$ cat config.mk
export PLATFORM = sky130hd
export DESIGN_NAME = iig_queue
export DESIGN_NICKNAME = d
export VERILOG_FILES = /design/src/iig_pkg.sv /design/src/iig_queue.sv
export SDC_FILE = /design/constraint.sdc
export NUM_CORES = 1
export LEC_CHECK = 0
export BUFFER_PORTS_ARGS = -buffer_cell sky130_fd_sc_hd__buf_2
export CAP_MARGIN = 20
export CORE_ASPECT_RATIO = 0.7
export CORE_UTILIZATION = 25
export DETAILED_ROUTE_END_ITERATION = 8
export GPL_TIMING_DRIVEN = 0
export PLACE_DENSITY = 0.5
export SLEW_MARGIN = 20
export SYNTH_ARGS = -nofsm -noshare
export SYNTH_HDL_FRONTEND = slang
export SYNTH_SLANG_ARGS = --single-unit
$ cat constraint.sdc
create_clock -name aclk -period 2.3 [get_ports aclk]
set_input_delay 0.115 -clock aclk [delete_from_list [all_inputs] [get_ports aclk]]
set_output_delay 0.115 -clock aclk [all_outputs]
set_load 0.05 [all_outputs]
$ cat src/iig_pkg.sv
// iig_pkg.sv: shared constants, types and helpers of the integral image generator
// depends on: nothing
`default_nettype none

package iig_pkg;

    // image limits
    localparam int MAX_WIDTH  = 1024;
    localparam int MAX_HEIGHT = 1024;
    localparam int COL_W      = $clog2(MAX_WIDTH);
    localparam int ROW_W      = $clog2(MAX_HEIGHT);

    // field widths
    localparam int CFG_W      = 11;
    localparam int PIX_W      = 8;
    localparam int AREA_W     = 28;
    localparam int SQUARE_W   = 36;
    localparam int RSUM_W     = PIX_W + COL_W;
    localparam int RSQ_W      = 2 * PIX_W + COL_W;

    // configuration register map
    localparam int CFG_IDX_W  = 1;
    typedef enum logic [CFG_IDX_W-1:0] {
        REG_IMAGE_WIDTH  = 1'b0,
        REG_IMAGE_HEIGHT = 1'b1
    } cfg_reg_t;

    localparam logic [CFG_W-1:0] WIDTH_RESET  = 11'd320;
    localparam logic [CFG_W-1:0] HEIGHT_RESET = 11'd240;

    // queue between front and back
    localparam int QUEUE_DEPTH = 4;
    localparam int QPTR_W      = $clog2(QUEUE_DEPTH);
    localparam int QCNT_W      = $clog2(QUEUE_DEPTH + 1);

    // one classified pixel on its way to the back end
    typedef struct packed {
        logic [COL_W-1:0]  col;
        logic              first_row;
        logic              frame_end;
        logic [RSUM_W-1:0] rsum;
        logic [RSQ_W-1:0]  rsq;
    } pix_entry_t;

    // last index of a dimension: zero acts as one, oversize saturates at the limit
    function automatic int size_last(input logic [CFG_W-1:0] v, input int limit);
        int last;
        if (v == '0) begin
            last = 0;
        end else if (int'(v) > limit) begin
            last = limit - 1;
        end else begin
            last = int'(v) - 1;
        end
        return last;
    endfunction

endpackage

`default_nettype wire

$ cat src/iig_queue.sv
// iig_queue.sv: short first-in first-out queue of classified pixels
// depends on: iig_pkg
`default_nettype none

module iig_queue (
    input  wire logic                 aclk,
    input  wire logic                 aresetn,
    input  wire logic                 push,
    input  wire iig_pkg::pix_entry_t  push_entry,
    output logic                      full,
    input  wire logic                 pop,
    output iig_pkg::pix_entry_t       pop_entry,
    output logic                      not_empty
);

    iig_pkg::pix_entry_t              slot_reg [iig_pkg::QUEUE_DEPTH];
    logic [iig_pkg::QPTR_W-1:0]       wr_ptr_reg, wr_ptr_next;
    logic [iig_pkg::QPTR_W-1:0]       rd_ptr_reg, rd_ptr_next;
    logic [iig_pkg::QCNT_W-1:0]       count_reg, count_next;

    assign full      = (count_reg == iig_pkg::QCNT_W'(iig_pkg::QUEUE_DEPTH));
    assign not_empty = (count_reg != '0);
    assign pop_entry = slot_reg[rd_ptr_reg];

    // pointer and fill level
    always_comb begin
        wr_ptr_next = push ? wr_ptr_reg + 1'b1 : wr_ptr_reg;
        rd_ptr_next = pop ? rd_ptr_reg + 1'b1 : rd_ptr_reg;
        count_next  = count_reg;
        if (push && !pop) begin
            count_next = count_reg + 1'b1;
        end else if (pop && !push) begin
            count_next = count_reg - 1'b1;
        end
    end

    always_ff @(posedge aclk) begin
        if (!aresetn) begin
            wr_ptr_reg <= '0;
            rd_ptr_reg <= '0;
            count_reg  <= '0;
        end else begin
            wr_ptr_reg <= wr_ptr_next;
            rd_ptr_reg <= rd_ptr_next;
            count_reg  <= count_next;
        end
    end

    // storage
    always_ff @(posedge aclk) begin
        if (push) begin
            slot_reg[wr_ptr_reg] <= push_entry;
        end
    end

endmodule

`default_nettype wire

; ---- Yosys cells after proc, flatten, opt, wreduce, memory -nomap -nowiden
; Memories as Yosys holds them, arrays and structs flattened. A register that Yosys moved wholly into a read port is not among the register bits.
; Cells that the tools add are included.
[classes]
mux = 6
n_addsub = 4
n_eq_ne = 1
n_reduce_logical = 6
[ops]
columns = operator, n
row1 = 3-bit two-way mux, 2
row2 = 2-bit by 1-bit adder with 2-bit output (second input constant), 2
row3 = 2-bit two-way mux, 2
row4 = 3-bit by 1-bit adder with 3-bit output (second input constant), 1
row5 = 3-bit == test (second input constant), 1
row6 = 3-bit nonzero test, 1
row7 = 3-bit by 1-bit subtractor with 3-bit output (second input constant), 1
row8 = 1-bit logical AND, 2
row9 = 1-bit zero test, 2
row10 = 1-bit two-way mux, 2
row11 = 2-bit nonzero test, 1
[totals]
mem_bits_rw = 224
memories = 1
inputBits = 60
regBits = 7
word_cells = 21
[mem_list]
columns = memory, words, width, rd, rd_ports_with_merged_regs, write_ports, line
row1 = slot_reg, 4, 56, 1, 1, 1, iig_queue.sv:16  ; iig_pkg::pix_entry_t slot_reg [iig_pkg::QUEUE_DEPTH];

; ---- Longest topological paths before layout
[logic_depth]
ltp_word = 4
ltp_mapped = 7
ltp_nobuf = 7

; ---- Worst setup path before layout
; No wires, ideal clock.
[synth_path]
path_type = reg2reg
from = register wr_ptr_reg[0] (netlist bit)
to = memory slot_reg[2][0] (netlist bit) (enable)
setup_time_ns = 0.419
n_path_buf = 0
path_slack_ns = 0.013
required_ns = 1.881
path_stages_with_launch = 4
arrival_ns = 1.867
cell_sequence = dfxtp_1 inv_1 ha_1 and2_1
[synth_lines]
columns = item, line
row1 = start: declaration, iig_queue.sv:17  ; logic [iig_pkg::QPTR_W-1:0] wr_ptr_reg, wr_ptr_next;
row2 = start signal: assignment, iig_queue.sv:43  ; wr_ptr_reg <= wr_ptr_next;
row3 = end: declaration, iig_queue.sv:16
; No word-level cell before the write port.

==> results.cfg <==
[layout]
nets = 607
antenna_cells = 0
design_area_um2 = 11100
drive_above_1_share = 0.401
post-route-util = 0.331
instances_no_fill = 993
largest_register_ffs = 224
syn2layout_area_growth_pct = 30.1

[setup_path]
r2r_start = wr_ptr_reg[0]
cp-start-kind = register
slowest_stage = mux4_2
required_ns = 2.18
cp_max_fo = 10
slowest_delay_ns = 0.53
rrSetupSlack_ns = 0.61
endpoint_kind = output port
crit_chain = buf_8, buf_12, mux4_2, buf_2
crit_type = reg -> out
crit_arrival_ns = 2.06

[clock_tree]
clkTransAtPathRegs_ns = 0.06
post_cts_buffers = 0
cts.sinks = 233
clockRootBuffer = clkbuf_16
clk_path_buf_depth = 3
cts_tree = yes
clk-insertion-delay-late_ns = 0.51
numCtsBuffers = 24
htreeDepth = 1

[synthesis]
yosys_most_used_dff = edfxtp_1
ys_seq_area_frac = 0.807
synthArstFlopShare = 0
synth_area_leaders = edfxtp_1 (79%), mux4_2 (15%), dfxtp_1 (2.1%)
netlist_instances = 335
synthesis.area_um2 = 8560
yosysTopAreaCell = edfxtp_1
synth_top_area_share = 0.786
synth_cell_types = 21
synth-edff-count = 224
synth-seq-cells = 233
syn-num-nets = 401
yosys_warnings = 0
avgSynthCellArea_um2 = 25.6

[pwr]
powerDensity_nw_per_um2 = 915
p_switching_w = 0.00259
design_power_total_w = 0.0102
switching_share = 0.254
pwr-share-comb = 0.151
cellLeakagePower_nw = 3.76
seq_power_share = 0.483
peakVddDrop_v = 0.000654
power_frac_clock = 0.366
p_int_w = 0.00761

[floorplanning]
die_h_um = 157
dieWidth_um = 223
row_count = 56
core_area_um2 = 33600
start_util = 0.255
dieArea_um2 = 35000
pin_count = 118

[timing]
max_freq_ghz = 0.459
tightest_slew_ns = 0.451
clock_skew_ns = 0.00425
finalCritPeriodShare = 0.947
setup-violations-final = 0
drv_slew = 0
setup_slack_ns = 0.121
finalHoldViolations = 0
rsz0062_at_grt = no
min_period_ns = 2.18
relSlewSlack = 0.699

[placed_design]
placed_cell_area_um2 = 9780
pre_cts_ws_ns = 0.511
dp_cells = 891
dp_hpwl_mm = 10.6
gp_congestion = 0.680
portBuffers = 117

[hold_path]
hp-class = in -> reg
min_from = push_entry[8]

[drt]
drt-met1-wl_mm = 7.56
ant_nets = 0
totalWireLength_mm = 17.3
drt_first_pass_iters = 4
drcViolationCount = 0
vias = 4052
avgViaCountPerCell = 4.08
wire_per_inst_um = 17.4
wl_met2_mm = 8.43
highest_layer = met4
wl_met3_um = 814
drtIter0Drc = 139

[flow_run]
drv_cap = 0

[global_route]
gr-total-overflow = 0
track_usage = 0.0999
grt_pass1_wl_mm = 26.2
antenna_found_initial = 0
grt_max_degree = 35
grt_pass1_vias = 4477

[run_status]
run_status = complete, no violations
[synthesized netlist by cell type, drive strengths merged, types with 2 or more instances]
library cell  number
buf               11
inv                4
or3                2
mux2i              2
and2               9
mux4              56
ha                 5
nor2b              2
edfxtp           224
xnor2              2
xor2               3
dfxtp              9
[power by group through the flow]
stage	Combinational (W)	Sequential, W	Clock, W
2_1_floorplan	0.00108	0.00501	0
3_3_place_gp	0.00144	0.00502	0
3_5_place_dp	0.00149	0.00502	0
4_1_cts	0.00157	0.00493	0.00389
5_1_grt	0.00164	0.00494	0.00400
6_report	0.00154	0.00492	0.00373
[timing repair]
| item | in CTS | in global routing |
|---|---|---|
| hold buffers | 59 | 0 |
| resized for setup | 3 | 3 |
| endpoints found under the hold margin | 233 | 0 |
| endpoints found under the setup margin | 28 | 2 |
[stage by stage]
step	hold slack, ns	TNS (ns)
after floorplan	0.214	0
after global placement	0.323	-257.41
after detailed placement	0.332	0
after CTS	0.315	0
after global routing	0.327	0
final	0.349	0
[worst paths after layout]
kind / endpoint / cells after the start
worst max-delay path: pop_entry[29] / 4
worst min-delay path: slot_reg[2][8] / 2
worst max register to register: slot_reg[2][28] / 4
worst min register to register: count_reg[2] / 2
[cells by family after synthesis]
logic type | Yosys count | share of synthesized area
buffers and inverters | 16 | 0.0167
AO/OA/AOI/OAI | 2 | 0.00146
AND/OR/NAND/NOR | 15 | 0.0108
flip-flops | 233 | 0.807
multiplexers | 58 | 0.150
XOR/XNOR | 5 | 0.00512
adder cells (fa/ha/maj) | 6 | 0.00964
[routing by layer]
| layer | up-vias | global-route usage |
|---|---|---|
| met2 | 91 | 0.168 |
| met3 | 24 | 0.0289 |
| met5 | - | 0 |
| met1 | 2102 | 0.124 |
| li1 | 1835 | - |
| met4 | 0 | 0.0299 |
[layout by cell type, fill, tap and decap left out, drive strengths merged, types with 3 or more instances in the layout]
cell type,synthesis,layout
dlygate4sd3,0,59
ha,5,5
mux4,56,56
xor2,3,3
buf,11,132
and2,9,9
clkinv,0,6
edfxtp,224,224
dfxtp,9,9
clkbuf,1,34
inv,4,4
[layout make-up]
class,count,area (um2)
Timing Repair Buffer,180,1260
Tap cell,435,544
Inverter,4,15.0
Fill cell,3201,22500
Multi-Input combinational cell,86,1520
Clock inverter,10,100
Buffer,12,140
Clock buffer,33,656
Sequential cell,233,6910
[worst max-delay path: cells and delay by family, from the launching register on]
kind / cells / cell delay, ns
mux: 1 / 0.53
buf+inv: 3 / 0.64
flops: 1 / 0.37
Note: power is estimated with default switching activity, not from simulation.
