[config.mk]
export PLATFORM = sky130hd
export DESIGN_NAME = iig_front
export DESIGN_NICKNAME = d
export VERILOG_FILES = /design/src/iig_pkg.sv /design/src/iig_front.sv
export SDC_FILE = /design/constraint.sdc
export NUM_CORES = 1
export LEC_CHECK = 0
export BUFFER_PORTS_ARGS = -buffer_cell sky130_fd_sc_hd__buf_2
export CAP_MARGIN = 25
export CELL_PAD_IN_SITES_DETAIL_PLACEMENT = 1
export CELL_PAD_IN_SITES_GLOBAL_PLACEMENT = 2
export CORE_MARGIN = 4
export CORE_UTILIZATION = 30
export CTS_CLUSTER_DIAMETER = 150
export DETAILED_ROUTE_END_ITERATION = 16
export GPL_TIMING_DRIVEN = 0
export HOLD_SLACK_MARGIN = 0.06
export PLACE_DENSITY = 0.77
export RECOVER_POWER = 50
export SKIP_LAST_GASP = 1
export SYNTH_ARGS = -nofsm -noshare
export SYNTH_HDL_FRONTEND = slang
export SYNTH_SLANG_ARGS = --single-unit
[constraint.sdc]
create_clock -name aclk -period 5.08 [get_ports aclk]
set_input_delay 0 -clock aclk [delete_from_list [all_inputs] [get_ports aclk]]
set_output_delay 0 -clock aclk [all_outputs]
set_load 0.02 [all_outputs]
[src/iig_pkg.sv]
// iig_pkg.sv: shared constants, types and helpers of the integral image generator
// depends on: nothing
`default_nettype none

package iig_pkg;

    // image limits
    localparam int MAX_WIDTH  = 1024;
    localparam int MAX_HEIGHT = 1024;
    localparam int COL_W      = $clog2(MAX_WIDTH);
    localparam int ROW_W      = $clog2(MAX_HEIGHT);

    // field widths
    localparam int CFG_W      = 11;
    localparam int PIX_W      = 8;
    localparam int AREA_W     = 28;
    localparam int SQUARE_W   = 36;
    localparam int RSUM_W     = PIX_W + COL_W;
    localparam int RSQ_W      = 2 * PIX_W + COL_W;

    // configuration register map
    localparam int CFG_IDX_W  = 1;
    typedef enum logic [CFG_IDX_W-1:0] {
        REG_IMAGE_WIDTH  = 1'b0,
        REG_IMAGE_HEIGHT = 1'b1
    } cfg_reg_t;

    localparam logic [CFG_W-1:0] WIDTH_RESET  = 11'd320;
    localparam logic [CFG_W-1:0] HEIGHT_RESET = 11'd240;

    // queue between front and back
    localparam int QUEUE_DEPTH = 4;
    localparam int QPTR_W      = $clog2(QUEUE_DEPTH);
    localparam int QCNT_W      = $clog2(QUEUE_DEPTH + 1);

    // one classified pixel on its way to the back end
    typedef struct packed {
        logic [COL_W-1:0]  col;
        logic              first_row;
        logic              frame_end;
        logic [RSUM_W-1:0] rsum;
        logic [RSQ_W-1:0]  rsq;
    } pix_entry_t;

    // last index of a dimension: zero acts as one, oversize saturates at the limit
    function automatic int size_last(input logic [CFG_W-1:0] v, input int limit);
        int last;
        if (v == '0) begin
            last = 0;
        end else if (int'(v) > limit) begin
            last = limit - 1;
        end else begin
            last = int'(v) - 1;
        end
        return last;
    endfunction

endpackage

`default_nettype wire

[src/iig_front.sv]
// iig_front.sv: configuration registers, pixel counters and running row sums
// depends on: iig_pkg
`default_nettype none

module iig_front (
    input  wire logic                          aclk,
    input  wire logic                          aresetn,
    input  wire logic                          cfg_wr_en,
    input  wire logic [iig_pkg::CFG_IDX_W-1:0] cfg_index,
    input  wire logic [iig_pkg::CFG_W-1:0]     cfg_data,
    input  wire logic                          s_valid,
    output logic                               s_ready,
    input  wire logic [iig_pkg::PIX_W-1:0]     s_pixel,
    output logic                               push,
    output iig_pkg::pix_entry_t                push_entry,
    input  wire logic                          queue_full
);

    logic [iig_pkg::CFG_W-1:0]   width_reg, height_reg;
    logic [iig_pkg::COL_W-1:0]   col_reg, col_next, col_last;
    logic [iig_pkg::ROW_W-1:0]   row_reg, row_next, row_last;
    logic [iig_pkg::RSUM_W-1:0]  rsum_reg, rsum_next, rsum_new;
    logic [iig_pkg::RSQ_W-1:0]   rsq_reg, rsq_next, rsq_new;
    logic [2*iig_pkg::PIX_W-1:0] pix_sq;
    logic                        accept, row_end, frame_end;

    // configuration writes
    always_ff @(posedge aclk) begin
        if (!aresetn) begin
            width_reg  <= iig_pkg::WIDTH_RESET;
            height_reg <= iig_pkg::HEIGHT_RESET;
        end else if (cfg_wr_en) begin
            unique case (iig_pkg::cfg_reg_t'(cfg_index))
                iig_pkg::REG_IMAGE_WIDTH:  width_reg  <= cfg_data;
                iig_pkg::REG_IMAGE_HEIGHT: height_reg <= cfg_data;
            endcase
        end
    end

    // handshake and classification
    assign s_ready   = !queue_full;
    assign accept    = s_valid && s_ready;
    assign push      = accept;
    assign col_last  = iig_pkg::COL_W'(iig_pkg::size_last(width_reg, iig_pkg::MAX_WIDTH));
    assign row_last  = iig_pkg::ROW_W'(iig_pkg::size_last(height_reg, iig_pkg::MAX_HEIGHT));
    assign row_end   = col_reg >= col_last;
    assign frame_end = row_end && (row_reg >= row_last);

    // running row sums including this pixel
    assign pix_sq   = s_pixel * s_pixel;
    assign rsum_new = rsum_reg + iig_pkg::RSUM_W'(s_pixel);
    assign rsq_new  = rsq_reg + iig_pkg::RSQ_W'(pix_sq);

    always_comb begin
        push_entry.col       = col_reg;
        push_entry.first_row = (row_reg == '0);
        push_entry.frame_end = frame_end;
        push_entry.rsum      = rsum_new;
        push_entry.rsq       = rsq_new;
    end

    // counter and row sum update
    always_comb begin
        col_next  = col_reg;
        row_next  = row_reg;
        rsum_next = rsum_reg;
        rsq_next  = rsq_reg;
        if (accept) begin
            if (row_end) begin
                col_next  = '0;
                rsum_next = '0;
                rsq_next  = '0;
                row_next  = frame_end ? '0 : row_reg + 1'b1;
            end else begin
                col_next  = col_reg + 1'b1;
                rsum_next = rsum_new;
                rsq_next  = rsq_new;
            end
        end
    end

    always_ff @(posedge aclk) begin
        if (!aresetn) begin
            col_reg  <= '0;
            row_reg  <= '0;
            rsum_reg <= '0;
            rsq_reg  <= '0;
        end else begin
            col_reg  <= col_next;
            row_reg  <= row_next;
            rsum_reg <= rsum_next;
            rsq_reg  <= rsq_next;
        end
    end

endmodule

`default_nettype wire

Word level (Yosys, flattened, before mapping)
Cells that the tools add are included.

Register bits: 86. Input port bits: 25. Output and inout port bits: 58. Logic and storage cells: 35.

$add $sub $neg: 6. Multipliers: 1. Magnitude comparators: 4. Muxes and demuxes: 8. Bitwise gates (word level): 1. Reductions and logical operators: 9.

Operator list (number): $mux W10 (6); $add A26 B16 Y26 (1); $mux W26 (1); $gt A11 B11 Y1 const B (2); $logic_not A11 Y1 (2); $add A10 B1 Y10 const B (2); $ge A10 B10 Y1 (2); $sub A10 B1 Y10 const B (2); $add A18 B8 Y18 (1); $mux W18 (1); $mul A8 B8 Y16 (1); $logic_not A10 Y1 (1); $reduce_and A2 Y1 (3); $logic_and A1 B1 Y1 (2); $logic_not A1 Y1 (1); $not A1 Y1 (1).

Longest topological paths before layout
Gate-level depths: netlist of the first run.

Word-level depth: 6. Gate-level depth with buffers: 20. Mapped depth without buffers: 18.

Least setup slack after synthesis of the first run
Ideal clock, no wire load.

Kind: input port to flip-flop. Start point: in s_pixel[6] (netlist bit). End point: reg rsq_reg[15] (netlist bit). Library setup time: 61 ps. Data arrival time: 4454 ps. Setup slack: 565 ps. Stages on the path: 16. Path through: clkbuf_1 > and2_1 > inv_1 > fa_1 > inv_1 > fa_1 > fa_1 > fa_1 > ha_1 > a21o_1 > and2_1 > or3_4 > a211o_1 > a21oi_1 > xnor2_1 > a22o_1.

RTL lines: start, declared (RTL line iig_front.sv:13) `input wire logic [iig_pkg::PIX_W-1:0] s_pixel,`; end signal, assigned (RTL line iig_front.sv:92) `rsq_reg <= rsq_next;`; end, declared (RTL line iig_front.sv:23) `logic [iig_pkg::RSQ_W-1:0] rsq_reg, rsq_next, rsq_new;`.

==> results of run 1 <==
metal layers:
metal	part of all wire, %	vias up
met5	0	-
met3	2.6	19
met2	46	86
met1	50	3201
li1	-	3272
met4	1.3	0
stage by stage:
stage | power [W] | hold WS [ps] | std cells
2_1_floorplan | 0.00234 | 47.2 | 908
3_3_place_gp | 0.00300 | 242 | 1309
3_5_place_dp | 0.00303 | 250 | 1309
4_1_cts | 0.00381 | 102 | 1339
5_1_grt | 0.00407 | 123 | 1338
6_report | 0.00375 | 120 | 1338
critical path: stages (launching register included):
cell     delay, ps
dfxtp_1        330
inv_1           70
fa_1           530
inv_1           50
fa_1           510
fa_1           440
fa_1           490
ha_1           380
a21o_1         210
and2_1         220
or3_4          380
a21o_1         240
a41oi_1        340
xnor2_2        180
buf_4          180
Yosys cell counts, types with 20 or more instances:
| cell type | n |
|---|---|
| nor2_1 | 65 |
| fa_1 | 38 |
| xnor2_1 | 36 |
| and2_1 | 23 |
| clkbuf_1 | 23 |
| o21ai_1 | 20 |
| a21oi_1 | 78 |
| ha_1 | 76 |
| nand3_1 | 48 |
| inv_1 | 94 |
| nand2_1 | 122 |
| xor2_1 | 33 |
| dfxtp_1 | 86 |
timing repair:
action,in CTS,in global routing
hold buffers,14,0
endpoints found under the hold margin,22,0
gates resized for setup,0,6
endpoints found under the setup margin,0,12
area by class of cell:
type	count	area, um2
diodes	1	2.50
plain buffers	28	131
clock buffers	9	225
clock inverters	7	105
fillers	2903	15100
inverters	96	360
multi-input cells	696	5030
flip-flops and latches	86	1720
well taps	319	399
repair buffers	96	510
kinds of logic (layout without fill, tap and decap cells):
family          count (synthesis)  in the layout  synth area share, %
xor+xnor                       69             69                 8.34
other cells                     0              1                    0
buf+inv                       126            236                 7.00
flops                          86             86                 23.8
simple gates                  337            337                 22.2
fa+ha+maj                     117            117                 24.0
mux                             3              3                0.415
compound gates                170            170                 14.2
worst paths after layout:
check | to | slack (ps) | cells past startpoint
worst max register to register | rsq_reg[17] | 450 | 14
worst max-delay path | push_entry[17] | 180 | 14
worst min-delay path | width_reg[3] | 120 | 4
worst min register to register | rsq_reg[5] | 460 | 2
power by group through the flow:
stage,Clock [W],Sequential [W],Combinational (W)
2_1_floorplan,0,0.000770,0.00157
3_3_place_gp,0,0.000778,0.00222
3_5_place_dp,0,0.000779,0.00225
4_1_cts,0.000774,0.000764,0.00227
5_1_grt,0.000801,0.000771,0.00250
6_report,0.000756,0.000763,0.00223
layout by cell type, fill, tap and decap left out, drive strengths merged, types with 23 or more instances in the layout:
master	count
nand2	123
a21oi	78
ha	76
inv	99
xor2	33
xnor2	36
nor2	67
o21ai	30
dfxtp	86
nand3	48
fa	38
clkbuf	69
buf	50
and2	23
==> results.md, run 1 <==
- Outcome: complete, no violations
- Worst Hold Launch: cfg_index
- Max Cap Viol: 0
- Drt initial violations: 225
- Area after DPL: 8050 um2
- Minimum clock period: 4900 ps
- Yosys warns: 0
- DRC Markers: 0
- Final Cell Area: 8480 um2
- Post-synth EDFFs: 0
- Period utilization: 96.4%
- TritonCTS clock tree: built
- Max_slew headroom: 6.86%
- Global route overflow: 0
- Dominant synthesized flop cell: dfxtp_1
- Met2 Track Usage GR: 27.4%
- Net Sw Frac: 47.6%
- Global Route Usage Sum: 16.7%
- Cell Area, Synth: 7240 um2
- Setup TNS: 0 ps
- Routed wire length: 22000 um
- Grt met3 use: 2.02%
- Sinks on Clock Net: 86
- Worst Tran Pin Value: 1380 ps
- Arrival @ worst endpoint: 4900 ps
- Die X: 163 um
- Vias: 6578
- Hpwl dp: 17400 um
- CTS Buf Count: 9
- WL/cell: 16.4 um
- Worst-path maximum fanout: 5
- Final-stage net count: 1152
- CTS H-Tree Depth: 3
- Leakage: 3.72 nW
- Average size of a mapped cell: 7.98 um2
- Vias per cell: 4.92
- Clock Path Buffers: 2
- Top Ports: 83
- Power per cell area: 442 nW/um2
- Postcts setup bufs: 0
- Required @ worst endpoint: 5080 ps
- Full die area: 26700 um2
- Comb pwr share: 59.5%
- Starting density of the core: 30.7%
- Maximum vdd drop: 365 uV
- CORE AREA: 23600 um2
- Clock root buffer: clkbuf_16
- Synthesized instance count: 908
- Crit end category: output port
- Cell Rows: 56
- TritonRoute pass-1 iters: 4
- Area share of the largest cell type after synthesis: 23.8%
- Core Util, Final: 35.9%
- Setup violations, final: 0
- HP Class: in2reg
- Critical setup path kind: reg2out
- First-pass GRT wire length: 35700 um
- Number of antenna violations at the first check in global routing: 1
- Sw power: 0.00179 W
- Final Hold Vio Count: 0
- Clk pin slew, worst setup/hold paths: 70 ps
- Clock latency on the worst-skew pair: 350 ps
- Setup ws final: 181 ps
- Final antenna-violating net count: 0
- Largest net degree at the start of global routing: 17
- Placer Congestion: 0.809
- Number of flip-flops in the largest register: 26
- PortBufs: 82
- M1 GR Usage: 23.7%
- Syn Nets: 1047
- Clock skew: 9.87 ps
- Synth area leaders: dfxtp_1 24%, ha_1 13%, fa_1 11%
- Max frequency: 0.204 GHz
- Ys async rst share: 0%
- Synth cell types: 62
- RSZ-0062 raised after global routing: false
- Die Y: 163 um
- Worst setup SP type: register
- Share of layout cells above drive strength 1: 7.66%
- Most Crowded Layer GR: met2
- Number of global-route vias before repair: 6831
- Cell taking the most area after synthesis: dfxtp_1
- Area Overhead vs Synth: 17.1%
- Clock power share: 20.2%
- Crit path from: rsq_reg[7]
- Final Max Slew Viols: 0
- Seq cells post-synth: 86
- Seq/Total Area, Yosys: 23.8%
- Internal power: 0.00196 W
- Seq pwr share: 20.4%
- FF-to-FF Start: rsq_reg[7]
- DP Worst Slack: -107 ps
(Power assumes the default switching activity.)
==> run 2: changes to the inputs <==
--- a/config.mk
+++ b/config.mk
@@ -10,12 +10,12 @@
 export CELL_PAD_IN_SITES_DETAIL_PLACEMENT = 1
 export CELL_PAD_IN_SITES_GLOBAL_PLACEMENT = 2
 export CORE_MARGIN = 4
-export CORE_UTILIZATION = 30
+export CORE_UTILIZATION = 36
 export CTS_CLUSTER_DIAMETER = 150
 export DETAILED_ROUTE_END_ITERATION = 16
 export GPL_TIMING_DRIVEN = 0
 export HOLD_SLACK_MARGIN = 0.06
-export PLACE_DENSITY = 0.77
+export PLACE_DENSITY = 0.88
 export RECOVER_POWER = 50
 export SKIP_LAST_GASP = 1
 export SYNTH_ARGS = -nofsm -noshare
==> run 2 against run 1 <==
First-iteration DRC count grew 68%. Fmax grew 0.68%. Sequential share of layout area grew 0.23 points. Power shrank 1.5%. Core utilization grew 6.8 points. Routed wire length shrank 0.63%. Global-route usage grew 3.3 points. Worst setup slack gained 33 ps.
==> results.md, run 2 (synthesis gave the netlist of run 1 again) <==
- Top Ports: 83 (unchanged)
- PortBufs: 82 (unchanged)
- Comb pwr share: 60.2% (+0.7 points)
- Final Hold Vio Count: 0 (unchanged)
- Max frequency: 0.206 GHz (+0.68%)
- Metal3 WL: 599 um (+5.5%)
- Number of global-route vias before repair: 6891 (+0.88%)
- Clk pin slew, worst setup/hold paths: 70 ps (about the same)
- Placer Congestion: 0.801 (-0.95%)
- Maximum vdd drop: 435 uV (+19%)
- DRC Markers: 0 (unchanged)
- Period utilization: 95.8% (-0.65 points)
- Worst Tran Pin Value: 1320 ps (-65.2 ps)
- RSZ-0062 raised after global routing: true
- Commonest cells after routing, fill and taps aside: 122 x nand2_1, 95 x inv_1, 86 x dfxtp_1, 77 x a21oi_1, 76 x ha_1
- Required @ worst endpoint: 5080 ps (about the same)
- Global route overflow: 0 (unchanged)
- Drt initial violations: 377 (+68%)
- Vias per cell: 5.17 (+5.2%)
- CTS Buf Count: 9 (unchanged)
- Arrival @ worst endpoint: 4870 ps (-30 ps)
- Critical setup path kind: reg2out
- Worst-path maximum fanout: 5 (unchanged)
- Fillers: 2523 (-13%)
- Sinks on Clock Net: 86 (unchanged)
- Final antenna-violating net count: 0 (unchanged)
- Net Sw Frac: 47.9% (+0.30 points)
- Setup violations, final: 0 (unchanged)
- Worst setup SP type: register
- Clock latency on the worst-skew pair: 360 ps (about the same)
- Global Route Usage Sum: 19.9% (+3.3 points)
- DP Worst Slack: -54.0 ps (+53.1 ps)
- Crit end category: output port
- CTS H-Tree Depth: 3 (unchanged)
- Number of flip-flops in the largest register: 26 (unchanged)
- Met1 wire length: 10600 um (-3.8%)
- First-pass GRT wire length: 35500 um (-0.39%)
- Seq pwr share: 20.7% (+0.3 points)
- Final Max Slew Viols: 0 (unchanged)
- Commonest non-fill, non-tap cell in the layout: nand2_1
- Postcts setup bufs: 0 (unchanged)
- Starting density of the core: 36.9% (+6.2 points)
- Die X: 150 um (-8.3%)
- DR top layer: met4
- TritonCTS clock tree: built
- WL/cell: 17.0 um (+3.6%)
- Outcome: complete, no violations
- Clock Path Buffers: 2 (unchanged)
- Die Y: 150 um (-8.3%)
- Setup ws final: 214 ps (+33.2 ps)
- Internal power: 0.00192 W (-2.1%)
- HP Class: in2reg
- Sw power: 0.00177 W (-0.93%)
- CORE AREA: 19700 um2 (-17%)
- Final-stage net count: 1152 (unchanged)
- Met2 WL post-DR: 10300 um (+2.3%)
- Clock power share: 19.1% (-1.1 points)
- Max Cap Viol: 0 (unchanged)
- Share of layout cells above drive strength 1: 7.76% (+0.098 points)
- Full die area: 22500 um2 (-16%)
- Routed wire length: 21800 um (-0.63%)
- Max_slew headroom: 11.2% (+4.4 points)
- Vias: 6638 (+0.91%)
- Area Overhead vs Synth: 15.8%
- Clock root buffer: clkbuf_16
- Hpwl dp: 17300 um (-0.75%)
- Clock skew: 10.7 ps (+0.802 ps)
- Leakage: 3.71 nW (-0.45%)
- Largest net degree at the start of global routing: 16 (-1)
- TritonRoute pass-1 iters: 5 (+1)
- Number of antenna violations at the first check in global routing: 1 (unchanged)
- Setup TNS: 0 ps (unchanged)
- Minimum clock period: 4870 ps (-33.2 ps)
- Cell Rows: 51 (-8.9%)
- Power per cell area: 440 nW/um2 (-0.43%)
-- run 2: cell types whose count changed in the layout (fill, tap and decap cells not counted), moves of 2 or more --
cell	before	now
o21ai_0	11	13
nor2_2	0	2
o21ai_1	18	16
nor2_1	67	65
-- run 2: area by class of cell --
type	count	area, um2	share of cell area (%)
Multi-Input combinational cell	696	5030	59.9
Antenna cell	1	2.50	0.0298
Buffer	28	131	1.57
Inverter	96	360	4.30
Timing Repair Buffer	96	508	6.06
Clock inverter	6	68.8	0.820
Tap cell	265	332	3.95
Clock buffer	10	239	2.85
Sequential cell	86	1720	20.5
-- run 2: power by group through the flow --
| stage | clock network (W) | logic, W | registers, W |
|---|---|---|---|
| 3_5_place_dp | 0 | 0.00225 | 0.000781 |
| 2_1_floorplan | 0 | 0.00157 | 0.000770 |
| 3_3_place_gp | 0 | 0.00220 | 0.000778 |
| 4_1_cts | 0.000721 | 0.00227 | 0.000766 |
| 5_1_grt | 0.000750 | 0.00249 | 0.000773 |
| 6_report | 0.000704 | 0.00222 | 0.000765 |
-- run 2: layer usage --
| metal | vias up | GRT usage, % |
|---|---|---|
| met5 | - | 0 |
| met1 | 3249 | 27.4 |
| met2 | 85 | 33.2 |
| li1 | 3282 | - |
| met3 | 22 | 2.97 |
| met4 | 0 | 4.35 |
-- run 2: critical path: stages, from the launching register on --
cell and delay, ps:
dfxtp_1 340, inv_1 70, fa_1 540, inv_1 50, fa_1 520, fa_1 440
fa_1 490, ha_1 380, a21o_1 240, and2_1 190, or3_4 360, a31oi_1 250
o21bai_1 110, a211oi_2 290, nor2_1 80, buf_2 160
-- run 2: timing repair --
item / CTS / global route
gates resized for setup: 0 / 4
hold buffers: 14 / 0
endpoints found under the hold margin: 22 / 0
endpoints found under the setup margin: 0 / 9
-- run 2: stage by stage --
step / area [um2] / std cells / hold WS [ps] / total power [W] / utilization (%)
after global routing: 8390 / 1284 / 173 / 0.00401 / 42.7
after CTS: 8430 / 1285 / 138 / 0.00376 / 42.9
after detailed placement: 7990 / 1255 / 235 / 0.00303 / 40.6
after global placement: 7990 / 1255 / 234 / 0.00298 / 40.6
after floorplan: 7240 / 908 / 47.2 / 0.00234 / -
final: 8390 / 1284 / 147 / 0.00369 / 42.7
-- run 2: worst paths after layout --
| check | from | to | slack, ps | cells after the start |
|---|---|---|---|---|
| worst max-delay path | rsq_reg[7] | push_entry[13] | 210 | 15 |
| worst min-delay path | aresetn | rsq_reg[22] | 150 | 4 |
| worst max register to register | rsq_reg[7] | rsq_reg[22] | 500 | 15 |
| worst min register to register | rsq_reg[9] | rsq_reg[9] | 460 | 2 |
==> run 3: changes to the inputs <==
--- a/config.mk
+++ b/config.mk
@@ -10,12 +10,12 @@
 export CELL_PAD_IN_SITES_DETAIL_PLACEMENT = 1
 export CELL_PAD_IN_SITES_GLOBAL_PLACEMENT = 2
 export CORE_MARGIN = 4
-export CORE_UTILIZATION = 36
+export CORE_UTILIZATION = 32
 export CTS_CLUSTER_DIAMETER = 150
 export DETAILED_ROUTE_END_ITERATION = 16
 export GPL_TIMING_DRIVEN = 0
 export HOLD_SLACK_MARGIN = 0.06
-export PLACE_DENSITY = 0.88
+export PLACE_DENSITY = 0.83
 export RECOVER_POWER = 50
 export SKIP_LAST_GASP = 1
 export SYNTH_ARGS = -nofsm -noshare
==> constraint.sdc (replaced) <==
create_clock -name aclk -period 4.13 [get_ports aclk]
set_input_delay 0 -clock aclk [delete_from_list [all_inputs] [get_ports aclk]]
set_output_delay 0 -clock aclk [all_outputs]
set_load 0.02 [all_outputs]
==> run 3 against run 2 <==
The run now ends with negative setup slack left. First-iteration DRC count down 27%. Final area up 11%. Clock power up 18%. Sequential power up 23%. Via count up 2.4%. Worst setup slack worse by 690 ps. Power up 76%.
==> results.md, run 3 (synthesis gave the netlist of run 1 again) <==
- Clock Path Buffers: 2 (unchanged)
- Setup violations, final: 34 (+34)
- Number of flip-flops in the largest register: 26 (unchanged)
- Worst setup SP type: register
- Share of layout cells above drive strength 1: 18.5% (+11 points)
- Delay-heaviest family, CP: adder cells
- Global route overflow: 0 (unchanged)
- CTS H-Tree Depth: 3 (unchanged)
- Crit end category: output port
- Top Ports: 83 (unchanged)
- CTS Buf Count: 9 (unchanged)
- Clock skew: 12.1 ps (+1.46 ps)
- Sinks on Clock Net: 86 (unchanged)
- RSZ-0062 raised after global routing: true
- CORE AREA: 22000 um2 (+12%)
- Commonest cells after routing, fill and taps aside: 121 x nand2_1, 89 x inv_1, 83 x dfxtp_1, 72 x a21oi_1, 70 x ha_1
- WL/cell: 17.0 um (+0.15%)
- Drt initial violations: 274 (-27%)
- Commonest non-fill, non-tap cell in the layout: nand2_1
- Max Cap Viol: 0 (unchanged)
- HP Class: in2reg
- Biggest cell delay along the critical path: 550 ps (about the same)
- Clock root buffer: clkbuf_16
- Clock latency on the worst-skew pair: 350 ps (about the same)
- Vias per cell: 5.09 (-1.6%)
- Required @ worst endpoint: 4130 ps (-950 ps)
- Slowest cell on crit path: fa_1
- Final antenna-violating net count: 0 (unchanged)
- Number of antenna violations at the first check in global routing: 0 (-1)
- Diodes inserted: 0 (-1)
- Pwr Total: 0.00649 W (+76%)
- Maximum vdd drop: 828 uV (+90%)
- Starting density of the core: 32.9% (-4.0 points)
- TritonCTS clock tree: built
- Final Max Slew Viols: 0 (unchanged)
- DRC Markers: 0 (unchanged)
- Crit path cell chain: inv_2, fa_1, inv_2, fa_1, fa_1, fa_1, ha_4, a21o_1, and2_4, o311a_4, a211oi_4, buf_4, nand2b_4, xnor2_2, buf_4
- Period utilization: 112%
- Number of global-route vias before repair: 6973 (+1.2%)
- WP buf/inv: 4 (+1)
- Worst-path maximum fanout: 3 (-2)
- Full die area: 25100 um2 (+12%)
- Routed wire length: 22800 um (+4.3%)
- Max frequency: 0.217 GHz
- PortBufs: 82 (unchanged)
- DP Worst Slack: -647 ps (-593 ps)
- TritonRoute pass-1 iters: 4 (-1)
- Area Overhead vs Synth: 29.1%
- Minimum clock period: 4610 ps
- Clk pin slew, worst setup/hold paths: 70 ps (about the same)
- Placer Congestion: 0.794 (-0.91%)
- Global Route Usage Sum: 18.2% (-1.7 points)
- Worst Tran Pin Value: 923 ps (-394 ps)
- Critical setup path kind: reg2out
- Setup ws final: -476 ps (-690 ps)
- Leakage: 4.09 nW (+10%)
- Vias: 6800 (+2.4%)
- Area after DPL: 8110 um2 (+1.6%)
- First-pass GRT wire length: 36500 um (+2.6%)
- Most used cell, CP: fa_1
- Final Cell Area: 9350 um2 (+11%)
- Setup TNS: -9320 ps (-9320 ps)
- Die Y: 158 um (+5.7%)
- Non-filler cells, final: 1337 (+4.1%)
- Hpwl dp: 17100 um (-1.1%)
- Largest net degree at the start of global routing: 15 (-1)
- Placed cells: 1270 (+1.2%)
- Arrival @ worst endpoint: 4610 ps (-260 ps)
- Max_slew headroom: 38.0% (+27 points)
- Final-stage net count: 1191 (+3.4%)
- Failing checks: negative setup slack
- Cell Rows: 54 (+5.9%)
- Final Hold Vio Count: 0 (unchanged)
- Outcome: finished with violations
- Die X: 158 um (+5.7%)
- Power per cell area: 695 nW/um2 (+58%)
-- run 3: cell count changes in the layout (fill, tap and decap cells not counted), moves of 7 or more --
cell      previous run  this run
xnor2_2              0         8
xnor2_1             36        27
buf_4                2        35
buf_2               46        36
clkbuf_1            58        51
buf_6                1        22
-- run 3: per-layer routing --
| layer | routed length (um) | vias up | part of all wire (%) | track usage (%) |
|---|---|---|---|---|
| li1 | - | 3356 | - | - |
| met1 | 11200 | 3332 | 49 | 25.4 |
| met2 | 10700 | 91 | 47 | 29.9 |
| met3 | 507 | 21 | 2.2 | 2.26 |
| met4 | 344 | 0 | 1.5 | 4.91 |
| met5 | 0 | - | 0 | 0 |
-- run 3: layout make-up --
class | instances | area (um2)
fillers | 2619 | 12700
multi-input cells | 696 | 5530
flip-flops and latches | 86 | 1730
repair buffers | 134 | 927
inverters | 96 | 360
well taps | 280 | 350
clock buffers | 11 | 233
plain buffers | 29 | 165
clock inverters | 5 | 57.6
-- run 3: path summary, 6_finish.rpt --
kind	start	to	slack, ps	cells past startpoint
max	rsq_reg[7]	push_entry[23]	-480	15
min	aresetn	width_reg[3]	160	4
max reg2reg	rsq_reg[7]	rsq_reg[15]	-300	15
min reg2reg	rsq_reg[5]	rsq_reg[5]	450	2
-- run 3: worst reg2reg max path, delay by kind of cell (launching register included) --
| family | cells | cell delay [ps] |
|---|---|---|
| simple gates | 2 | 560 |
| fa+ha+maj | 5 | 2250 |
| xor+xnor | 1 | 110 |
| flops | 1 | 340 |
| compound gates | 4 | 860 |
| buf+inv | 3 | 220 |
-- run 3: stage by stage --
step	utilization [%]	hold WS, ps
global route	42.4	194
floorplan	-	47.2
global placement	36.8	250
CTS	41.4	120
finish	42.4	157
detailed placement	36.8	247
-- run 3: power by group --
group	internal, W	leakage [nW]	switching [W]
clock	0.000471	0.144	0.000358
sequential	0.000897	0.701	0.0000459
combinational	0.00227	3.25	0.00245
total	0.00364	4.09	0.00286
-- run 3: what timing repair did --
| action | in CTS | in global routing |
|---|---|---|
| resized for setup | 76 | 44 |
| hold endpoints to repair | 22 | 0 |
| setup buffers | 27 | 16 |
| pin swaps | 35 | 25 |
| hold buffers | 14 | 0 |
| setup endpoints to repair | 46 | 47 |
